==> src/hdl/qsu_pkg.sv <==
`timescale 1ns / 1ps
// ----------------------------------------------------------------------------
// qsu_pkg - shared types and constants for the quoted string unescape unit
// Character codes, parse phases and the transfer payload structs.
// ----------------------------------------------------------------------------
package qsu_pkg;

  localparam int unsigned MaxLenW   = 11;
  localparam int unsigned CountW    = 16;
  localparam logic [MaxLenW-1:0] MaxLenReset = 11'd256;

  // character codes
  localparam logic [7:0] ChrNul    = 8'h00;
  localparam logic [7:0] ChrTab    = 8'h09;
  localparam logic [7:0] ChrSpace  = 8'h20;
  localparam logic [7:0] ChrQuote  = 8'h22;
  localparam logic [7:0] ChrBslash = 8'h5c;
  localparam logic [7:0] ChrLowerX = 8'h78;
  localparam logic [7:0] ChrDig0   = 8'h30;
  localparam logic [7:0] ChrDig7   = 8'h37;
  localparam logic [7:0] ChrDig9   = 8'h39;
  localparam logic [7:0] ChrUpperA = 8'h41;
  localparam logic [7:0] ChrUpperF = 8'h46;
  localparam logic [7:0] ChrLowerA = 8'h61;
  localparam logic [7:0] ChrLowerF = 8'h66;
  localparam logic [7:0] ChrLowerB = 8'h62;
  localparam logic [7:0] ChrLowerT = 8'h74;
  localparam logic [7:0] ChrLowerN = 8'h6e;
  localparam logic [7:0] ChrLowerV = 8'h76;
  localparam logic [7:0] ChrLowerR = 8'h72;

  // digit offsets: '0', 'A'-10, 'a'-10
  localparam logic [7:0] OffDigit = 8'h30;
  localparam logic [7:0] OffUpper = 8'h37;
  localparam logic [7:0] OffLower = 8'h57;

  // decoded control characters
  localparam logic [7:0] CtlBel = 8'h07;
  localparam logic [7:0] CtlBs  = 8'h08;
  localparam logic [7:0] CtlHt  = 8'h09;
  localparam logic [7:0] CtlLf  = 8'h0a;
  localparam logic [7:0] CtlVt  = 8'h0b;
  localparam logic [7:0] CtlFf  = 8'h0c;
  localparam logic [7:0] CtlCr  = 8'h0d;

  typedef enum logic [2:0] {
    PH_START = 3'd0,
    PH_VAL   = 3'd1,
    PH_ESC   = 3'd2,
    PH_HEX   = 3'd3,
    PH_OCT   = 3'd4,
    PH_DONE  = 3'd5,
    PH_ERR   = 3'd6
  } phase_e;

  typedef struct packed {
    logic [7:0] byte_in;
    logic       start_new;
  } in_item_t;

  typedef struct packed {
    logic              out_valid;
    logic [7:0]        out_byte;
    logic              done_res;
    logic              error;
    logic [CountW-1:0] consumed;
  } out_item_t;

endpackage

==> src/hdl/qsu_decode.sv <==
`timescale 1ns / 1ps
// ----------------------------------------------------------------------------
// qsu_decode - parse state and per-byte decode
// Holds the parse state and works out the result for one byte in one pass.
// ----------------------------------------------------------------------------
module qsu_decode #(
  parameter int unsigned LEN_LIMIT = 1024
) (
  input  logic                         clk_i,
  input  logic                         rst_ni,
  input  logic                         accept_i,
  input  qsu_pkg::in_item_t            item_i,
  input  logic [qsu_pkg::MaxLenW-1:0]  max_len_i,
  output qsu_pkg::out_item_t           res_o
);

  localparam logic [16:0] LenLimitW = 17'(LEN_LIMIT);

  qsu_pkg::phase_e             phase_q, phase_d;
  logic [1:0]                  dcnt_q, dcnt_d;
  logic [7:0]                  acc_q, acc_d;
  logic [qsu_pkg::MaxLenW-1:0] ocnt_q, ocnt_d;
  logic [qsu_pkg::CountW-1:0]  icnt_q, icnt_d;
  logic [qsu_pkg::MaxLenW-1:0] lim;
  logic                        emit;
  logic [7:0]                  obyte;
  logic [4:0]                  hex_val;
  logic [7:0]                  b;
  logic                        is_oct;

  function automatic logic [4:0] hex_digit(input logic [7:0] c);
    logic [7:0] t;
    begin
      t = 8'h00;
      if (c >= qsu_pkg::ChrDig0 && c <= qsu_pkg::ChrDig9) begin
        t = c - qsu_pkg::OffDigit;
      end else if (c >= qsu_pkg::ChrUpperA && c <= qsu_pkg::ChrUpperF) begin
        t = c - qsu_pkg::OffUpper;
      end else if (c >= qsu_pkg::ChrLowerA && c <= qsu_pkg::ChrLowerF) begin
        t = c - qsu_pkg::OffLower;
      end else begin
        t = 8'h10;
      end
      return t[4:0];
    end
  endfunction

  assign b       = item_i.byte_in;
  assign is_oct  = (b >= qsu_pkg::ChrDig0) && (b <= qsu_pkg::ChrDig7);
  assign hex_val = hex_digit(b);
  assign lim     = ({6'd0, max_len_i} > LenLimitW) ? LenLimitW[qsu_pkg::MaxLenW-1:0]
                                                   : max_len_i;

  always_comb begin
    phase_d = phase_q;
    dcnt_d  = dcnt_q;
    acc_d   = acc_q;
    ocnt_d  = ocnt_q;
    icnt_d  = icnt_q;
    emit    = 1'b0;
    obyte   = 8'h00;

    if (item_i.start_new) begin
      phase_d = qsu_pkg::PH_START;
      dcnt_d  = 2'd0;
      acc_d   = 8'h00;
      ocnt_d  = '0;
      icnt_d  = '0;
    end

    if (phase_d != qsu_pkg::PH_DONE && phase_d != qsu_pkg::PH_ERR) begin
      if (ocnt_d >= lim || b == qsu_pkg::ChrNul) begin
        phase_d = qsu_pkg::PH_ERR;
      end else begin
        if (icnt_d != '1) begin
          icnt_d = icnt_d + 1'b1;
        end
        case (phase_d)
          qsu_pkg::PH_START: begin
            if (b == qsu_pkg::ChrQuote) begin
              phase_d = qsu_pkg::PH_VAL;
            end else if (b != qsu_pkg::ChrSpace && b != qsu_pkg::ChrTab) begin
              phase_d = qsu_pkg::PH_ERR;
            end
          end
          qsu_pkg::PH_VAL: begin
            if (b == qsu_pkg::ChrQuote) begin
              phase_d = qsu_pkg::PH_DONE;
            end else if (b == qsu_pkg::ChrBslash) begin
              phase_d = qsu_pkg::PH_ESC;
            end else begin
              emit  = 1'b1;
              obyte = b;
            end
          end
          qsu_pkg::PH_ESC: begin
            if (b == qsu_pkg::ChrLowerX) begin
              dcnt_d  = 2'd0;
              acc_d   = 8'h00;
              phase_d = qsu_pkg::PH_HEX;
            end else if (is_oct) begin
              // first octal digit counts as the first of three
              dcnt_d  = 2'd1;
              acc_d   = {5'd0, b[2:0]};
              phase_d = qsu_pkg::PH_OCT;
            end else begin
              emit    = 1'b1;
              phase_d = qsu_pkg::PH_VAL;
              case (b)
                qsu_pkg::ChrLowerA: obyte = qsu_pkg::CtlBel;
                qsu_pkg::ChrLowerB: obyte = qsu_pkg::CtlBs;
                qsu_pkg::ChrLowerT: obyte = qsu_pkg::CtlHt;
                qsu_pkg::ChrLowerN: obyte = qsu_pkg::CtlLf;
                qsu_pkg::ChrLowerV: obyte = qsu_pkg::CtlVt;
                qsu_pkg::ChrLowerF: obyte = qsu_pkg::CtlFf;
                qsu_pkg::ChrLowerR: obyte = qsu_pkg::CtlCr;
                default:            obyte = b;
              endcase
            end
          end
          qsu_pkg::PH_HEX: begin
            if (hex_val[4]) begin
              phase_d = qsu_pkg::PH_ERR;
            end else begin
              acc_d  = {acc_d[3:0], hex_val[3:0]};
              dcnt_d = dcnt_d + 2'd1;
              if (dcnt_d >= 2'd2) begin
                emit    = 1'b1;
                obyte   = acc_d;
                phase_d = qsu_pkg::PH_VAL;
              end
            end
          end
          qsu_pkg::PH_OCT: begin
            if (is_oct) begin
              // keep the low 8 bits, as the escape truncates
              acc_d  = {acc_d[4:0], b[2:0]};
              dcnt_d = dcnt_d + 2'd1;
              if (dcnt_d >= 2'd3) begin
                emit    = 1'b1;
                obyte   = acc_d;
                phase_d = qsu_pkg::PH_VAL;
              end
            end else begin
              phase_d = qsu_pkg::PH_ERR;
            end
          end
          default: begin
            phase_d = qsu_pkg::PH_ERR;
          end
        endcase
        if (emit) begin
          ocnt_d = ocnt_d + 1'b1;
          if (ocnt_d >= lim && phase_d != qsu_pkg::PH_DONE) begin
            phase_d = qsu_pkg::PH_ERR;
          end
        end
      end
    end

    res_o.out_valid = emit;
    res_o.out_byte  = obyte;
    res_o.done_res  = (phase_d == qsu_pkg::PH_DONE);
    res_o.error     = (phase_d == qsu_pkg::PH_ERR);
    res_o.consumed  = (phase_d == qsu_pkg::PH_DONE) ? icnt_d : '0;
  end

  always_ff @(posedge clk_i or negedge rst_ni) begin
    if (!rst_ni) begin
      phase_q <= qsu_pkg::PH_START;
      dcnt_q  <= 2'd0;
      acc_q   <= 8'h00;
      ocnt_q  <= '0;
      icnt_q  <= '0;
    end else if (accept_i) begin
      phase_q <= phase_d;
      dcnt_q  <= dcnt_d;
      acc_q   <= acc_d;
      ocnt_q  <= ocnt_d;
      icnt_q  <= icnt_d;
    end
  end

  // a failed parse stays failed until a new one is started
  assert property (@(posedge clk_i) disable iff (!rst_ni)
    (accept_i && phase_q == qsu_pkg::PH_ERR && !item_i.start_new)
      |=> (phase_q == qsu_pkg::PH_ERR))
    else $error("qsu_decode: left error phase without start_new");

  // a finished string has taken at least both quotes
  assert property (@(posedge clk_i) disable iff (!rst_ni)
    (accept_i && res_o.done_res) |-> (res_o.consumed >= 16'd2))
    else $error("qsu_decode: done with fewer than two bytes consumed");

  assert property (@(posedge clk_i) disable iff (!rst_ni)
    accept_i |-> !(res_o.out_valid && (res_o.done_res || !(res_o.consumed == '0))))
    else $error("qsu_decode: byte emitted together with done");

  // emitted bytes never pass the buffer limit
  assert property (@(posedge clk_i) disable iff (!rst_ni)
    (accept_i && res_o.out_valid) |=> (ocnt_q <= $past(lim)))
    else $error("qsu_decode: output count beyond limit");

endmodule

==> src/hdl/qsu_out_buf.sv <==
`timescale 1ns / 1ps
// ----------------------------------------------------------------------------
// qsu_out_buf - result register with skid stage
// Holds one result on the port and one more behind it while the sink stalls.
// ----------------------------------------------------------------------------
module qsu_out_buf (
  input  logic               clk_i,
  input  logic               rst_ni,
  input  logic               push_i,
  input  qsu_pkg::out_item_t push_data_i,
  output logic               full_o,
  output logic               out_valid_o,
  input  logic               out_stall_i,
  output qsu_pkg::out_item_t out_data_o
);

  logic               head_vld_q, head_vld_d;
  logic               skid_vld_q, skid_vld_d;
  qsu_pkg::out_item_t head_q, head_d;
  qsu_pkg::out_item_t skid_q, skid_d;
  logic               take;

  assign take = head_vld_q && !out_stall_i;

  always_comb begin
    head_vld_d = head_vld_q;
    skid_vld_d = skid_vld_q;
    head_d     = head_q;
    skid_d     = skid_q;
    if (push_i) begin
      // a push only happens with the skid stage empty
      if (!head_vld_q || take) begin
        head_d     = push_data_i;
        head_vld_d = 1'b1;
      end else begin
        skid_d     = push_data_i;
        skid_vld_d = 1'b1;
      end
    end else if (take) begin
      if (skid_vld_q) begin
        head_d     = skid_q;
        skid_vld_d = 1'b0;
      end else begin
        head_vld_d = 1'b0;
      end
    end
  end

  always_ff @(posedge clk_i or negedge rst_ni) begin
    if (!rst_ni) begin
      head_vld_q <= 1'b0;
      skid_vld_q <= 1'b0;
    end else begin
      head_vld_q <= head_vld_d;
      skid_vld_q <= skid_vld_d;
    end
  end

  always_ff @(posedge clk_i) begin
    head_q <= head_d;
    skid_q <= skid_d;
  end

  assign full_o      = skid_vld_q;
  assign out_valid_o = head_vld_q;
  assign out_data_o  = head_q;

  assert property (@(posedge clk_i) disable iff (!rst_ni)
    skid_vld_q |-> head_vld_q)
    else $error("qsu_out_buf: skid entry without head entry");

  // a result parked in the skid stage moves to the port when the head drains
  assert property (@(posedge clk_i) disable iff (!rst_ni)
    (skid_vld_q && take) |=> (head_vld_q && head_q == $past(skid_q) && !skid_vld_q))
    else $error("qsu_out_buf: skid entry lost");

  assert property (@(posedge clk_i) disable iff (!rst_ni)
    push_i |-> !skid_vld_q)
    else $error("qsu_out_buf: push into full buffer");

endmodule

==> src/hdl/quoted_string_unescape_unit.sv <==
`timescale 1ns / 1ps
// ----------------------------------------------------------------------------
// quoted_string_unescape_unit - streaming C string literal unescaper
// Takes one source byte per transfer and returns one result per byte.
// ----------------------------------------------------------------------------
// The result of a byte is registered in the head entry of the result buffer, or in the skid entry.
// Throughput: one byte per cycle while the skid entry is free; the parse state updates in a single pass.
// A two-entry result buffer takes one more result during output stall; in_stall rises once it fills.
// Reset clears the parse state and both result entries; max_len returns to 256.
module quoted_string_unescape_unit #(
  parameter int unsigned LEN_LIMIT = 1024
) (
  input  logic                         clk_i,
  input  logic                         rst_ni,
  input  logic                         in_valid_i,
  output logic                         in_stall_o,
  input  qsu_pkg::in_item_t            in_data_i,
  output logic                         out_valid_o,
  input  logic                         out_stall_i,
  output qsu_pkg::out_item_t           out_data_o,
  input  logic                         cfg_we_i,
  input  logic [qsu_pkg::MaxLenW-1:0]  cfg_wdata_i
);

  logic [qsu_pkg::MaxLenW-1:0] max_len_q;
  logic                        accept;
  logic                        buf_full;
  qsu_pkg::out_item_t          res;

  always_ff @(posedge clk_i or negedge rst_ni) begin
    if (!rst_ni) begin
      max_len_q <= qsu_pkg::MaxLenReset;
    end else if (cfg_we_i) begin
      max_len_q <= cfg_wdata_i;
    end
  end

  assign in_stall_o = buf_full;
  assign accept     = in_valid_i && !buf_full;

  qsu_decode #(
    .LEN_LIMIT (LEN_LIMIT)
  ) u_decode (
    .clk_i     (clk_i),
    .rst_ni    (rst_ni),
    .accept_i  (accept),
    .item_i    (in_data_i),
    .max_len_i (max_len_q),
    .res_o     (res)
  );

  qsu_out_buf u_out_buf (
    .clk_i       (clk_i),
    .rst_ni      (rst_ni),
    .push_i      (accept),
    .push_data_i (res),
    .full_o      (buf_full),
    .out_valid_o (out_valid_o),
    .out_stall_i (out_stall_i),
    .out_data_o  (out_data_o)
  );

endmodule

==> config.mk <==
export PLATFORM = sky130hd
export DESIGN_NAME = quoted_string_unescape_unit
export DESIGN_NICKNAME = d
export VERILOG_FILES = /design/src/hdl/qsu_pkg.sv /design/src/hdl/qsu_decode.sv /design/src/hdl/qsu_out_buf.sv /design/src/hdl/quoted_string_unescape_unit.sv
export SDC_FILE = /design/constraint.sdc
export NUM_CORES = 1
export LEC_CHECK = 0
export BUFFER_PORTS_ARGS = -buffer_cell sky130_fd_sc_hd__buf_2
export CAP_MARGIN = 20
export CELL_PAD_IN_SITES_DETAIL_PLACEMENT = 1
export CELL_PAD_IN_SITES_GLOBAL_PLACEMENT = 1
export CORE_MARGIN = 5
export CORE_UTILIZATION = 47
export CTS_CLUSTER_DIAMETER = 60
export DETAILED_ROUTE_END_ITERATION = 8
export GPL_ROUTABILITY_DRIVEN = 0
export PLACE_DENSITY_LB_ADDON = 0.3
export REMOVE_ABC_BUFFERS = 1
export SETUP_SLACK_MARGIN = 0.1
export SLEW_MARGIN = 15
export SYNTH_ARGS = -nofsm -noshare
export SYNTH_HDL_FRONTEND = slang
export SYNTH_SLANG_ARGS = --single-unit
export TNS_END_PERCENT = 50
==> constraint.sdc <==
create_clock -name clk_i -period 4.91 [get_ports clk_i]
set_clock_uncertainty 0.1 [all_clocks]
set_input_delay 0.7365 -clock clk_i [delete_from_list [all_inputs] [get_ports clk_i]]
set_output_delay 0.7365 -clock clk_i [all_outputs]
set_load 0.01 [all_outputs]
======== After elaboration in Yosys (flattened, before gate mapping) ========
Cells that the tools add are included.
word-level totals
  bits in registers ....................... 107
  input bits .............................. 25
  output and inout port bits .............. 29
  logic and storage cells ................. 167
operators by class
  add/subtract/negate cells ............... 6
  order comparisons ....................... 12
  equality and inequality tests ........... 25
  multiplexer cells ....................... 83
  bitwise operators ....................... 1
  reductions and logical operators ........ 22
operators with widths
  operator               count
  $mux 8                 17
  $mux 27                4
  $mux 16                5
  $eq 8x7->1 const B     9
  $pmux 8 s7             1
  $mux 11                5
  $mux 3                 17
  $pmux 8 s4             1
  $pmux 8 s3             1
  $ge 11x11->1           2
  $mux 1                 19
  $add 16x1->16 const B  1
  $ge 8x7->1 const B     2
  $le 8x6->1 const B     2
  $le 8x7->1 const B     2
  $ne 16x16->1 const B   1
  $mux 5                 3
  $pmux 3 s5             1
  $sub 5x5->5 const B    3
  $mux 2                 7
  $add 11x1->11 const B  1
  $gt 11x11->1 const B   1
  $eq 3x3->1 const B     3
  $logic_and 1x1->1      9
  21 further kinds       32

======== Depth between registers and ports, before layout ========
  depth in word-level cells ............... 19
  depth in mapped cells ................... 22
  gate-level depth less buffers ........... 17

======== By module ========
From an unflattened synthesis, not the netlist that was laid out.
unflattened totals
  cells, all modules ...................... 656
  area total of the unflattened synthesis .. 6831.6 um^2
by module, submodules not included
  module                       times used  cells an instance  area an instance (um^2)  seq. area each (um^2)
  qsu_decode                   1           537                4216.5                   925.9
  qsu_out_buf                  1           95                 2159.6                   1671.6
  quoted_string_unescape_unit  1           24                 455.4                    276.5

======== Worst setup path after synthesis ========
No wires, ideal clock.
  kind .................................... input to register
  start ................................... input in_data_i[0] in the netlist's numbering
  end ..................................... register u_out_buf.head_q, in the netlist u_out_buf.out_data_o[15] (data pin)
  library setup time ...................... 180 ps
  arrival time ............................ 4888 ps
  data required time ...................... 4630 ps
  setup slack ............................. -258 ps
  stages on the path ...................... 22
  buffers on the path ..................... 7
  cell sequence ........................... clkbuf_1 > buf_2 > buf_1 > clkbuf_1 > clkbuf_1 > nor2b_1 > ha_1 > and3_1 > and3_1 > and3_1 > nand3_1 > xnor2_1 > ha_1 > and3_1 > nand3_1 > nand2_1 > a41o_1 > o31a_2 > o21ba_1 > buf_6 > buf_6 > o41ai_2
RTL lines
  what                  RTL line                           source
  from (decl)           quoted_string_unescape_unit.sv:17  input qsu_pkg::in_item_t in_data_i,
  to (signal assigned)  qsu_out_buf.sv:60                  head_q <= head_d;
  to (decl)             qsu_out_buf.sv:19                  qsu_pkg::out_item_t head_q, head_d;

==> metrics.csv <==
stage,metric,value,unit
routing,vias per std cell,6.31,
global_routing,vias in the first global route,6167,
worst_hold_path,Hold Crit Class,in2async,
floorplan,die area,16800,µm²
cts,Root Driver,clkbuf_16,
cts,TritonCTS clock tree,done,
layout,filler instances,1634,
yosys,Syn Area/Cell,9.49,µm²
setup_path,CP endpoint kind,flop,
layout,storage element area,2870,µm²
sta,Fin. Hold Viols,0,
placed_design,dpl cell area,7120,µm²
yosys,top_reg_cell synth,edfxtp_1,
cts,CTS buffer count,9,
global_routing,largest net degree at the start of global routing,73,
routing,routed wire length,19500,µm
power_and_ir_drop,maximum vdd drop,0.222,mV
yosys,Yosys cell types,85,
setup_path,CP Class,in2reg,
layout,"commonest non-fill, non-tap cell in the layout",nand2_1,
sta,Slew @ Worst Pin,0.957,ns
layout,final instance count without filler cells,931,
placed_design,dpl cells,914,
floorplan,Horiz. Die Dim,130,µm
yosys,Yosys reg bits,104,
setup_path,R2R depth,16,
yosys,top post-synthesis cells by area,"edfxtp_1 24%, dfrtp_1 18%, ha_1 5.8%, nand2_1 5.5%, o21ai_0 3.0%",
sta,max-slew violations,0,
layout,area of all placed cells without fillers,7430,µm²
sta,period utilisation layout,0.897,
layout,Ant. Diodes,0,
layout,layout cells sized above 1,0.160,
cts,clock-pin transition on the worst setup and hold timing paths,0.07,ns
placed_design,port bufs,53,
cts,Post CTS Setup Buffer Count,0,
global_routing,grt ovf,0,
cts,Post-CTS Resized,0,
cts,worst skew pair latency,0.36,ns
yosys,Post-Syn Area,6740,µm²
yosys,Syn. warnings,0,
routing,drc violations,0,
sta,Slew headroom,0.345,
floorplan,Ports,54,
cts,CTS Sinks,104,
placed_design,dpl hpwl,13600,µm
yosys,post-synth top area cell,edfxtp_1,
layout,most frequent cells in the layout,"99 x nand2_1, 54 x edfxtp_1, 53 x buf_2, 49 x dfrtp_1, 45 x nor2_1",
outcome,status,"finished, final reports clean",
routing,DR pass1 iterations,5,
global_routing,Tot GR Track Use,0.239,
layout,area of the multi-input gates,3590,µm²
routing,via count,5877,
cts,clock tree buffer depth,2,
yosys,"EDFF count, synth",54,
setup_path,Worst EP required,4.97,ns
floorplan,initial core utilization,0.482,
floorplan,Std-Cell Rows,43,
sta,Setup-failing EPs final,0,
global_routing,first-pass GRT wire length,32400,µm
routing,drt wl/cell,21.0,µm
routing,post-route ant nets,0,
setup_path,cell chain of the critical path,buf_2 > inv_1 > nand2_1 > inv_1 > ha_1 > and3_1 > and3_1 > and3_1 > nand3_1 > xnor2_1 > ha_1 > and3_1 > nand3_1 > nand2_1 > a41o_1 > o31a_2 > o21ba_1 > buf_4 > o41ai_1,
global_routing,initial antenna violation count,0,
yosys,area share of the largest cell type after synthesis,0.241,
placed_design,Place WS,0.197,ns
floorplan,die height,130,µm
setup_path,Critical Path AT,4.46,ns
cts,hold buffer count at cts,0,
sta,Tmin final,4.40,ns
yosys,synthesized instance count,710,
run,max_cap viols,0,
setup_path,Worst setup SP type,input pin,
yosys,Post-synth ARST share,0.481,
setup_path,most used cell along the critical path,and3_1,
layout,area grow syn2layout,10.3,%
power_and_ir_drop,Power Dens Cells,407,nW/µm²
sta,Setup TNS,0,ns
setup_path,slowest CP cell,o41ai_1,
power_and_ir_drop,Leak,3.01,nW
floorplan,Core ar.,14000,µm²
layout,Nets,802,
cts,H-tree Lvls,3,
routing,number of DRC markers in iteration 0,391,
sta,RSZ-0062 raised after global routing,false,
setup_path,Worst Path Max Fanout,34,
sta,final setup margin,0.507,ns
yosys,sequential area share after synthesis,0.427,
sta,Peak Freq,227,MHz
setup_path,largest stage delay on the critical path,0.40,ns
## synth_stat cells (3+ instances only)
| cell | instances |
|---|---|
| nand2_1 | 99 |
| edfxtp_1 | 54 |
| dfrtp_1 | 49 |
| nor2_1 | 46 |
| o21ai_0 | 41 |
| nor3_1 | 33 |
| ha_1 | 31 |
| a21oi_1 | 29 |
| nand3_1 | 24 |
| nor2b_1 | 23 |
| clkbuf_1 | 21 |
| inv_1 | 17 |
| buf_2 | 15 |
| mux2_2 | 15 |
| o31ai_1 | 14 |
| nor4_1 | 13 |
| a22o_1 | 12 |
| and3_1 | 12 |
| xnor2_1 | 10 |
| xor2_1 | 9 |
| nand4_1 | 8 |
| nand2b_1 | 7 |
| a31oi_1 | 6 |
| and2_1 | 6 |
| o31a_1 | 6 |
| a21boi_0 | 5 |
| a22oi_1 | 5 |
| o41ai_1 | 5 |
| or3_1 | 5 |
| and4b_1 | 4 |
| buf_6 | 4 |
| o22ai_1 | 4 |
| o41ai_2 | 4 |
| a211oi_1 | 3 |
| a41oi_1 | 3 |
| nand3b_1 | 3 |
| nor3b_1 | 3 |
## registers in the layout, summed over array words and instances, names as in the netlist
signal and cells:
max_len_q 11, u_decode.acc_q 5, u_decode.dcnt_q 2, u_decode.icnt_q 16, u_decode.ocnt_q 11, u_decode.phase_q 3
u_out_buf.full_o 1, u_out_buf.out_data_o 27, u_out_buf.out_valid_o 1, u_out_buf.skid_q 27
## logic make-up after synthesis
family	share of synthesized area
compound gates	0.192
fa+ha+maj	0.0576
buf+inv	0.0418
simple gates	0.231
xor+xnor	0.0247
flops	0.427
mux	0.0266
## per-stage QoR
stage	utilization	power, W	hold slack (ns)
after detailed placement	0.509	0.00228	0.390
after CTS	0.531	0.00303	0.407
after floorplan	-	0.00185	0.341
final	0.531	0.00303	0.392
after global placement	0.509	0.00222	0.365
after global routing	0.531	0.00319	0.427
## worst max-delay path: cells and delay by family
family | cells | cell delay [ns]
buffers and inverters | 4 | 0.59
adders and majority gates | 2 | 0.47
xor gates and xnor gates | 1 | 0.26
and+or+nand+nor | 8 | 1.24
AOI/OAI and AO/OA | 4 | 1.14
## power breakdown
group          leakage (nW)  switching, W  internal, W  total, W
clock                 0.143      0.000349     0.000399  0.000748
sequential             1.18      0.000113      0.00113   0.00124
combinational          1.68      0.000701     0.000339   0.00104
total                  3.01       0.00116      0.00186   0.00303
## area by class of cell
cell class / count / share of cell area
timing repair buffer: 68 / 0.0509
inverter: 18 / 0.00910
multi-input combinational: 545 / 0.483
clock inverter: 6 / 0.00926
tap: 180 / 0.0303
clock buffer: 10 / 0.0308
sequential: 104 / 0.387
## worst paths after layout
| path | end | slack [ns] | from |
|---|---|---|---|
| setup reg to reg | u_out_buf.out_data_o[4] | 0.65 | u_decode.ocnt_q[1] |
| hold / removal | max_len_q[10] | 0.39 | rst_ni |
| max in group asynchronous | u_decode.acc_q[0] | 3.83 | rst_ni |
| min in group clk_i | max_len_q[0] | 0.40 | max_len_q[0] |
| hold reg to reg | max_len_q[0] | 0.40 | max_len_q[0] |
| setup / recovery | u_out_buf.out_data_o[4] | 0.51 | in_data_i[0] |
## routing by layer
layer	track usage	up-vias	wire [µm]
li1	-	2731	-
met2	0.411	167	9760
met5	0	-	0
met4	0.0899	0	496
met1	0.308	2940	8440
met3	0.0344	39	836
Note: power is estimated with default switching activity, not from simulation.
